--- config.mk ---
export PLATFORM = sky130hd
export DESIGN_NAME = lcg_range_or_list_picker_unit
export DESIGN_NICKNAME = d
export VERILOG_FILES = /design/src/rtl/lrlp_pkg.sv /design/src/rtl/lrlp_ram.sv /design/src/rtl/lrlp_ctrl.sv /design/src/rtl/lrlp_dp.sv /design/src/rtl/lcg_range_or_list_picker_unit.sv
export VERILOG_INCLUDE_DIRS = /design/src /design/src/rtl
export SDC_FILE = /design/constraint.sdc
export NUM_CORES = 2
export LEC_CHECK = 0
export BUFFER_PORTS_ARGS = -buffer_cell sky130_fd_sc_hd__buf_4
export CAP_MARGIN = 25
export CORE_ASPECT_RATIO = 0.7
export CORE_UTILIZATION = 40
export CTS_CLUSTER_SIZE = 40
export DETAILED_ROUTE_END_ITERATION = 10
export SLEW_MARGIN = 20
export SYNTH_ARGS = -nofsm -noshare
export SYNTH_HDL_FRONTEND = slang
export SYNTH_SLANG_ARGS = --single-unit
--- constraint.sdc ---
create_clock -name clk -period 15.39 [get_ports clk]
set_input_delay 3.078 -clock clk [delete_from_list [all_inputs] [get_ports clk]]
set_output_delay 3.078 -clock clk [all_outputs]
set_load 0.005 [all_outputs]
--- src/rtl/lcg_range_or_list_picker_unit_macros.svh ---
// ----------------------------------------------------------------------------
// Picker assertion macros
// Shared concurrent assertion forms for the picker RTL.
// ----------------------------------------------------------------------------
`ifndef LCG_RANGE_OR_LIST_PICKER_UNIT_MACROS_SVH
`define LCG_RANGE_OR_LIST_PICKER_UNIT_MACROS_SVH

// Same-cycle implication, disabled during reset.
`define LRLP_ASSERT_IMPL(label, clk, rst_n, ante, cons, msg) \
    label: assert property (@(posedge clk) disable iff (!rst_n) (ante) |-> (cons)) \
        else $error(msg);

// Next-cycle implication, disabled during reset.
`define LRLP_ASSERT_NEXT(label, clk, rst_n, ante, cons, msg) \
    label: assert property (@(posedge clk) disable iff (!rst_n) (ante) |=> (cons)) \
        else $error(msg);

`endif

--- src/rtl/lrlp_pkg.sv ---
// ----------------------------------------------------------------------------
// Picker package
// Types, codes and constants shared by the picker modules.
// ----------------------------------------------------------------------------
package lrlp_pkg;

    localparam int LIST_MAX = 64;
    localparam int LIST_AW  = $clog2(LIST_MAX);
    localparam int CNT_W    = $clog2(LIST_MAX + 1);

    localparam logic [31:0] LCG_MUL = 32'd472940017;
    localparam logic [31:0] LCG_ADD = 32'd832416023;

    // arg_count value that selects the inclusive range; above it is list mode
    localparam logic [6:0] ARG_INCL = 7'd2;

    typedef enum logic [1:0] {
        OP_DRAW = 2'd0,
        OP_SEED = 2'd1,
        OP_LOAD = 2'd2
    } op_t;

    typedef enum logic [1:0] {
        CFG_ARG_COUNT   = 2'd0,
        CFG_LOWER_BOUND = 2'd1,
        CFG_UPPER_BOUND = 2'd2
    } cfg_idx_t;

    typedef enum logic [1:0] {
        ST_IDLE,
        ST_SCALE,
        ST_READ,
        ST_WRITE
    } state_t;

    typedef struct packed {
        logic adv;
        logic seed;
        logic wr_entry;
        logic scale;
        logic load_out;
    } cmd_t;

    typedef struct packed {
        logic list_mode;
        logic out_free;
    } sts_t;

endpackage

--- src/rtl/lrlp_ram.sv ---
// ----------------------------------------------------------------------------
// Picker RAM
// Generic single-write, single-read RAM with registered read data.
// ----------------------------------------------------------------------------
module lrlp_ram #(
    parameter int WIDTH = 32,
    parameter int DEPTH = 64
) (
    input  logic                     clk,
    input  logic                     we,
    input  logic [$clog2(DEPTH)-1:0] waddr,
    input  logic [WIDTH-1:0]         wdata,
    input  logic [$clog2(DEPTH)-1:0] raddr,
    output logic [WIDTH-1:0]         rdata
);

    logic [WIDTH-1:0] mem [DEPTH];
    logic [WIDTH-1:0] rdata_reg;

    always_ff @(posedge clk)
    begin
        if (we)
        begin
            mem[waddr] <= wdata;
        end
        rdata_reg <= mem[raddr];
    end

    assign rdata = rdata_reg;

endmodule

--- src/rtl/lrlp_ctrl.sv ---
// ----------------------------------------------------------------------------
// Picker controller
// Sequences one item at a time: advance, scale, list read, result write.
// ----------------------------------------------------------------------------
`include "lcg_range_or_list_picker_unit_macros.svh"

module lrlp_ctrl (
    input  logic          clk,
    input  logic          rst_n,
    input  logic          in_valid,
    output logic          in_ready,
    input  logic [1:0]    op,
    input  lrlp_pkg::sts_t sts,
    output lrlp_pkg::cmd_t cmd
);

    lrlp_pkg::state_t state_reg;
    lrlp_pkg::state_t state_next;

    always_ff @(posedge clk or negedge rst_n)
    begin
        if (!rst_n)
        begin
            state_reg <= lrlp_pkg::ST_IDLE;
        end
        else
        begin
            state_reg <= state_next;
        end
    end

    always_comb
    begin
        state_next = state_reg;
        unique case (state_reg)
            lrlp_pkg::ST_IDLE:
            begin
                if (in_valid && (op == lrlp_pkg::OP_DRAW))
                begin
                    state_next = lrlp_pkg::ST_SCALE;
                end
            end
            lrlp_pkg::ST_SCALE:
            begin
                state_next = sts.list_mode ? lrlp_pkg::ST_READ : lrlp_pkg::ST_WRITE;
            end
            lrlp_pkg::ST_READ:
            begin
                state_next = lrlp_pkg::ST_WRITE;
            end
            lrlp_pkg::ST_WRITE:
            begin
                if (sts.out_free)
                begin
                    state_next = lrlp_pkg::ST_IDLE;
                end
            end
            default:
            begin
                state_next = lrlp_pkg::ST_IDLE;
            end
        endcase
    end

    always_comb
    begin
        cmd      = '0;
        in_ready = 1'b0;
        unique case (state_reg)
            lrlp_pkg::ST_IDLE:
            begin
                in_ready = 1'b1;
                if (in_valid)
                begin
                    unique case (op)
                        lrlp_pkg::OP_DRAW: cmd.adv      = 1'b1;
                        lrlp_pkg::OP_SEED: cmd.seed     = 1'b1;
                        lrlp_pkg::OP_LOAD: cmd.wr_entry = 1'b1;
                        default:           ;
                    endcase
                end
            end
            lrlp_pkg::ST_SCALE:
            begin
                cmd.scale = 1'b1;
            end
            lrlp_pkg::ST_READ:
            begin
            end
            lrlp_pkg::ST_WRITE:
            begin
                cmd.load_out = sts.out_free;
            end
            default:
            begin
            end
        endcase
    end

    `LRLP_ASSERT_IMPL(a_load_needs_room, clk, rst_n, cmd.load_out, sts.out_free,
        "result written while output register is occupied")
    `LRLP_ASSERT_NEXT(a_draw_goes_scale, clk, rst_n, in_valid && in_ready && (op == lrlp_pkg::OP_DRAW),
        state_reg == lrlp_pkg::ST_SCALE, "draw item did not move to scaling")
    `LRLP_ASSERT_NEXT(a_scale_exit, clk, rst_n, state_reg == lrlp_pkg::ST_SCALE,
        (state_reg == lrlp_pkg::ST_READ) || (state_reg == lrlp_pkg::ST_WRITE),
        "scaling step not followed by read or write")
    `LRLP_ASSERT_NEXT(a_read_to_write, clk, rst_n, state_reg == lrlp_pkg::ST_READ,
        state_reg == lrlp_pkg::ST_WRITE, "list read not followed by result write")

endmodule

--- src/rtl/lrlp_dp.sv ---
// ----------------------------------------------------------------------------
// Picker datapath
// Generator state, configuration, shared scaling multiplier, list RAM and
// output register.
// ----------------------------------------------------------------------------
module lrlp_dp (
    input  logic                clk,
    input  logic                rst_n,
    input  logic                cfg_wen,
    input  logic [1:0]          cfg_index,
    input  logic [25:0]         cfg_data,
    input  logic [31:0]         seed_word,
    input  logic [5:0]          entry_index,
    input  logic [31:0]         entry_word,
    input  lrlp_pkg::cmd_t      cmd,
    output lrlp_pkg::sts_t      sts,
    output logic                out_valid,
    input  logic                out_ready,
    output logic signed [25:0]  number,
    output logic [31:0]         picked_word,
    output logic                from_list,
    output logic [31:0]         new_state
);

    logic [6:0]         arg_count_reg;
    logic signed [25:0] lower_bound_reg;
    logic signed [25:0] upper_bound_reg;
    logic [31:0]        lcg_state_reg;
    logic [31:0]        lcg_state_next;
    logic signed [60:0] prod_reg;
    logic               out_valid_reg;
    logic [25:0]        number_reg;
    logic [31:0]        picked_reg;
    logic               from_list_reg;
    logic [31:0]        new_state_reg;

    logic                         list_mode;
    logic                         incl_mode;
    logic [lrlp_pkg::CNT_W-1:0]   list_cnt;
    logic signed [25:0]           lo;
    logic signed [26:0]           n;
    logic                         b;
    logic signed [27:0]           n_ext;
    logic signed [27:0]           range;
    logic signed [27:0]           mult_a;
    logic signed [60:0]           mult;
    logic [25:0]                  number_calc;
    logic [lrlp_pkg::LIST_AW-1:0] list_idx;
    logic [31:0]                  ram_rdata;
    logic                         ram_we;

    // Configuration registers
    always_ff @(posedge clk or negedge rst_n)
    begin
        if (!rst_n)
        begin
            arg_count_reg   <= '0;
            lower_bound_reg <= '0;
            upper_bound_reg <= '0;
        end
        else if (cfg_wen)
        begin
            unique case (cfg_index)
                lrlp_pkg::CFG_ARG_COUNT:   arg_count_reg   <= cfg_data[6:0];
                lrlp_pkg::CFG_LOWER_BOUND: lower_bound_reg <= cfg_data;
                lrlp_pkg::CFG_UPPER_BOUND: upper_bound_reg <= cfg_data;
                default:                   ;
            endcase
        end
    end

    // Advance on a draw, load on a seed
    assign lcg_state_next = lcg_state_reg * lrlp_pkg::LCG_MUL + lrlp_pkg::LCG_ADD;

    always_ff @(posedge clk or negedge rst_n)
    begin
        if (!rst_n)
        begin
            lcg_state_reg <= '0;
        end
        else if (cmd.seed)
        begin
            lcg_state_reg <= seed_word;
        end
        else if (cmd.adv)
        begin
            lcg_state_reg <= lcg_state_next;
        end
    end

    // Mode and range terms, all from configuration
    assign list_mode = arg_count_reg > lrlp_pkg::ARG_INCL;
    assign incl_mode = arg_count_reg == lrlp_pkg::ARG_INCL;
    assign list_cnt  = (32'(arg_count_reg) > lrlp_pkg::LIST_MAX)
                     ? lrlp_pkg::CNT_W'(lrlp_pkg::LIST_MAX)
                     : lrlp_pkg::CNT_W'(arg_count_reg);
    assign lo        = incl_mode ? lower_bound_reg : 26'sd0;
    assign n         = {upper_bound_reg[25], upper_bound_reg} - {lo[25], lo};
    assign b         = n[26];
    assign n_ext     = {n[26], n};

    always_comb
    begin
        if (incl_mode)
        begin
            range = b ? (n_ext - 28'sd1) : (n_ext + 28'sd1);
        end
        else
        begin
            range = (n == 27'sd0) ? 28'sd1 : n_ext;
        end
    end

    // One multiplier serves both the range scale and the list index
    assign mult_a = list_mode ? $signed(28'(list_cnt)) : range;
    assign mult   = mult_a * $signed({1'b0, lcg_state_reg});

    always_ff @(posedge clk)
    begin
        if (cmd.scale)
        begin
            prod_reg <= mult;
        end
    end

    // Upper word of the product is the floored quotient by 2^32
    assign number_calc = prod_reg[57:32] + lo + {25'd0, b};
    assign list_idx    = prod_reg[32 +: lrlp_pkg::LIST_AW];
    assign ram_we      = cmd.wr_entry && (32'(entry_index) < lrlp_pkg::LIST_MAX);

    lrlp_ram #(
        .WIDTH (32),
        .DEPTH (lrlp_pkg::LIST_MAX)
    ) u_list_ram (
        .clk   (clk),
        .we    (ram_we),
        .waddr (lrlp_pkg::LIST_AW'(entry_index)),
        .wdata (entry_word),
        .raddr (list_idx),
        .rdata (ram_rdata)
    );

    // Output register
    always_ff @(posedge clk or negedge rst_n)
    begin
        if (!rst_n)
        begin
            out_valid_reg <= 1'b0;
        end
        else if (cmd.load_out)
        begin
            out_valid_reg <= 1'b1;
        end
        else if (out_ready)
        begin
            out_valid_reg <= 1'b0;
        end
    end

    always_ff @(posedge clk)
    begin
        if (cmd.load_out)
        begin
            number_reg    <= list_mode ? 26'd0 : number_calc;
            picked_reg    <= list_mode ? ram_rdata : 32'd0;
            from_list_reg <= list_mode;
            new_state_reg <= lcg_state_reg;
        end
    end

    assign sts.list_mode = list_mode;
    assign sts.out_free  = !out_valid_reg || out_ready;

    assign out_valid   = out_valid_reg;
    assign number      = $signed(number_reg);
    assign picked_word = picked_reg;
    assign from_list   = from_list_reg;
    assign new_state   = new_state_reg;

endmodule

--- src/rtl/lcg_range_or_list_picker_unit.sv ---
// ----------------------------------------------------------------------------
// LCG range or list picker
// 32-bit linear congruential generator that draws a bounded integer or
// picks one stored list word on every draw item.
// ----------------------------------------------------------------------------
// Usage:
//   Input channel (in_valid/in_ready) takes one item per handshake: op draw
//   advances the generator and yields one result item; op seed loads the
//   generator state; op load writes entry_word into list slot entry_index.
//   Seed, load and the unused op code give no result.
//   Output channel (out_valid/out_ready) carries number, picked_word,
//   from_list and new_state through one output register.
//   Configuration (cfg_wen/cfg_index/cfg_data) writes arg_count, lower_bound
//   or upper_bound, one per write; write only while the block is idle.
// Sequence: an accepted draw advances the generator, the scale step then
//   registers the product, list mode adds the registered list RAM read,
//   and the write step loads the output register. One draw is in flight
//   at a time: the next item is accepted after the write step, which waits
//   until the output register is free. Seed and load finish on acceptance.
// Reset: generator state, configuration and out_valid clear to zero; the
//   list holds no data until written. If the receiver stalls, the result
//   holds in the output register and the next item is accepted; a
//   following draw waits in its write step until the register frees.
// ----------------------------------------------------------------------------
module lcg_range_or_list_picker_unit (
    input  logic               clk,
    input  logic               rst_n,
    input  logic               cfg_wen,
    input  logic [1:0]         cfg_index,
    input  logic [25:0]        cfg_data,
    input  logic               in_valid,
    output logic               in_ready,
    input  logic [1:0]         op,
    input  logic [31:0]        seed_word,
    input  logic [5:0]         entry_index,
    input  logic [31:0]        entry_word,
    output logic               out_valid,
    input  logic               out_ready,
    output logic signed [25:0] number,
    output logic [31:0]        picked_word,
    output logic               from_list,
    output logic [31:0]        new_state
);

    lrlp_pkg::cmd_t cmd;
    lrlp_pkg::sts_t sts;

    // Sequencer: accept, advance, scale, read, write
    lrlp_ctrl u_ctrl (
        .clk      (clk),
        .rst_n    (rst_n),
        .in_valid (in_valid),
        .in_ready (in_ready),
        .op       (op),
        .sts      (sts),
        .cmd      (cmd)
    );

    // Generator, multiplier, list storage and result register
    lrlp_dp u_dp (
        .clk         (clk),
        .rst_n       (rst_n),
        .cfg_wen     (cfg_wen),
        .cfg_index   (cfg_index),
        .cfg_data    (cfg_data),
        .seed_word   (seed_word),
        .entry_index (entry_index),
        .entry_word  (entry_word),
        .cmd         (cmd),
        .sts         (sts),
        .out_valid   (out_valid),
        .out_ready   (out_ready),
        .number      (number),
        .picked_word (picked_word),
        .from_list   (from_list),
        .new_state   (new_state)
    );

endmodule
==> summary.txt <==
Synth
  – Leading cell types by count after synthesis: 2165 x edfxtp_1, 1128 x inv_1, 982 x fa_1, 660 x mux4_2, 659 x nand2_1
  – Synthesized area: 126000 sq um
  – Synth async-reset ratio: 4.10%
  – Top cell type's share of synthesized area: 51.6%
  – Post-synth EDFFs: 2165
  – Mean Syn Cell Area: 15.7 sq um
  – Ys flop type: edfxtp_1
  – Syn. warnings: 0
  – Count leader, synth: edfxtp_1
  – Synth top area cells: edfxtp_1 52%, fa_1 16%, mux4_2 12%, ha_1 5.0%, inv_1 3.4%
  – Syn_nets: 9618
  – Post-synth cell types: 74
  – Syn Inst Count: 8024
  – Yosys top cell by area: edfxtp_1
  – Seq cells post-synth: 2291
  – Seq/Total Area, Yosys: 53.9%

Global routing
  – First-pass GRT wire length: 524000 um
  – Pin count of the biggest net entering global routing: 128
  – Initial antenna violation count: 34
  – Vias in the first global route: 72100
  – All-Layer GR Usage: 23.0%
  – Remaining Overflow, GRT: 0

Setup path
  – Critical path class: reg -> reg
  – Data arrival time of the critical path: 15.31 ns
  – CP max stage delay: 0.62 ns
  – Critical Path Fanout Max: 20
  – Setup crit end kind: flip-flop
  – RR Startpoint: u_dp.arg_count_reg[2]
  – Reg2reg path depth: 53
  – Worst reg2reg endpoint: u_dp.prod_reg[54]
  – WP buf/inv: 4
  – CP top delay family: compound AO/OA/AOI/OAI gates
  – Most used cell, CP: fa_1
  – Flop2flop setup slack: 0.71 ns
  – Slowest cell on the critical path: or4_1
  – CP Launch Type: flip-flop
  – Critical Path RT: 16.02 ns

Placement
  – Pre-CTS WS: -0.105 ns
  – GP Congestion: 0.906
  – HPWL after DPL: 235000 um
  – Post-placement cell area: 134000 sq um
  – PortBufs: 197

Finish
  – Area Growth Syn to Fin: 11.8%
  – Max FFs per register: 2048
  – Final Cell Area: 141000 sq um
  – Largest reg by FF count: u_dp.u_list_ram.mem
  – Share of post-route cells with drive strength above 1: 18.9%
  – Final nets: 9899

Routing
  – Drt total wl: 363000 um
  – First-pass DRT Iterations: 6
  – Residual DRC: 0
  – Routed vias: 70900
  – Vias per cell: 5.60
  – DRT antenna net count: 0
  – Drt first-iter violations: 8288
  – WL/cell: 28.7 um

Status
  – Status: finished, final reports clean

Clock tree
  – Clock Tree Buf Depth: 4
  – Clk slew on worst S/H paths: 0.07 ns
  – H-tree Lvls: 4
  – CTS tree: built
  – Clock Tree Root: clkbuf_16
  – Quantity of hold-fixing buffers added after cts: 0
  – Sink Count: 2291
  – Clk_lat worst skew: 0.93 ns
  – Clock buffer count from CTS: 225

Worst hold path
  – Type of the worst min-delay path: reg -> reg
  – Hold EP: u_dp.new_state[19]
  – Hold path startpoint: u_dp.lcg_state_reg[19]
  – Hold Crit Depth: 0

Floorplan
  – # IOs: 198
  – Initial Util: 40.2%
  – Row Count: 172
  – Die Wd: 673 um
  – Chip Height: 472 um
  – Core area: 314000 sq um
  – Die Area: 318000 sq um

Timing
  – Max Fclk: 0.0681 GHz
  – Hold Violations, Final: 0
  – Worst slew pin tran: 1.15 ns
  – Clk_skew: 0.119 ns
  – Slew Viols, Final: 0
  – Final worst-path cycle share: 95.4%
  – Setup violators final: 0
  – Fin crit period: 14.68 ns
  – Setup slack after layout: 0.713 ns
  – Max_slew headroom: 23.2%
  – RSZ-0062 raised after global routing: no

Job
  – Max_cap viols: 0
==> timing repair <==
action	CTS	global route
endpoints found under the setup margin	3	22
cloned	0	0
resized for setup	1	22
buffers inserted	0	6
pin swaps	0	7
==> logic make-up after synthesis <==
logic type / synth area share (%)
fa+ha+maj: 20.6
flops: 53.9
compound gates: 2.19
buf+inv: 4.52
mux: 12.6
xor+xnor: 1.03
simple gates: 5.09
==> area by class of cell <==
type / count / area, sq um
Timing Repair Buffer: 424 / 3360
Inverter: 1131 / 4250
Tap cell: 4176 / 5230
Fill cell: 27000 / 173000
Clock buffer: 261 / 5830
Multi-Input combinational cell: 4232 / 53100
Antenna cell: 12 / 30.0
Clock inverter: 139 / 1230
Sequential cell: 2291 / 68000
==> placed cells by master (no fill, tap or decap), types with 17 or more instances in the layout <==
cell          n
a211oi_1     20
a21o_1       58
a21oi_1     122
and2_1      213
and3_1       41
buf_4       407
bufinv_16    17
clkbuf_1     33
clkbuf_16   228
clkinv_1     47
clkinv_2     43
dfrtp_1      90
dfxtp_1      32
edfxtp_1   2165
fa_1        982
ha_1        507
inv_1      1128
mux2_2       73
mux2i_1      19
mux4_2      660
nand2_1     659
nand2b_1     41
nand3_1      29
nor2_1      230
nor2_4       65
nor2b_1      43
nor3_1       22
o21a_1       18
o21ai_0      95
xnor2_1      95
xor2_1       50
==> per-layer routing <==
| metal | GRT usage, % | vias to the layer above | routed length (um) |
|---|---|---|---|
| met5 | 0 | - | 115 |
| met4 | 4.84 | 18 | 7800 |
| met3 | 6.00 | 438 | 38700 |
| met2 | 31.9 | 3435 | 151000 |
| met1 | 36.1 | 38000 | 166000 |
| li1 | - | 29000 | - |
==> worst register-to-register path, delay by kind of cell (launching register included) <==
family / cells / cell delay [ns]
XOR/XNOR: 1 / 0.11
AND/OR/NAND/NOR: 13 / 2.39
multiplexers: 1 / 0.56
AO/OA/AOI/OAI: 22 / 5.37
buffers and inverters: 4 / 0.54
flip-flops: 1 / 0.40
adder cells (fa/ha/maj): 12 / 5.07
==> metrics by stage <==
step	TNS [ns]	hold WS, ns	util (%)	instances
final	0	0.481	45.0	12700
after global routing	0	0.487	45.0	12700
after CTS	0	0.479	44.9	12600
after detailed placement	-0.155	0.459	42.6	12200
after global placement	0	0.456	42.6	12200
after floorplan	0	0.465	-	8024
==> worst max-delay path by stage <==
stage | start | endpoint | depth (start not counted)
finish | u_dp.arg_count_reg[2] | u_dp.prod_reg[54] | 53
global route | u_dp.arg_count_reg[2] | u_dp.prod_reg[54] | 54
CTS | u_dp.arg_count_reg[2] | u_dp.prod_reg[57] | 53
detailed placement | u_dp.arg_count_reg[2] | u_dp.prod_reg[54] | 55
global placement | u_dp.arg_count_reg[2] | u_dp.prod_reg[54] | 55
floorplan | u_dp.arg_count_reg[2] | u_dp.prod_reg[57] | 57
Power is left out: the tool's default activity adds up to more than one toggle a clock period on the data nets, which glitch-free logic cannot reach.
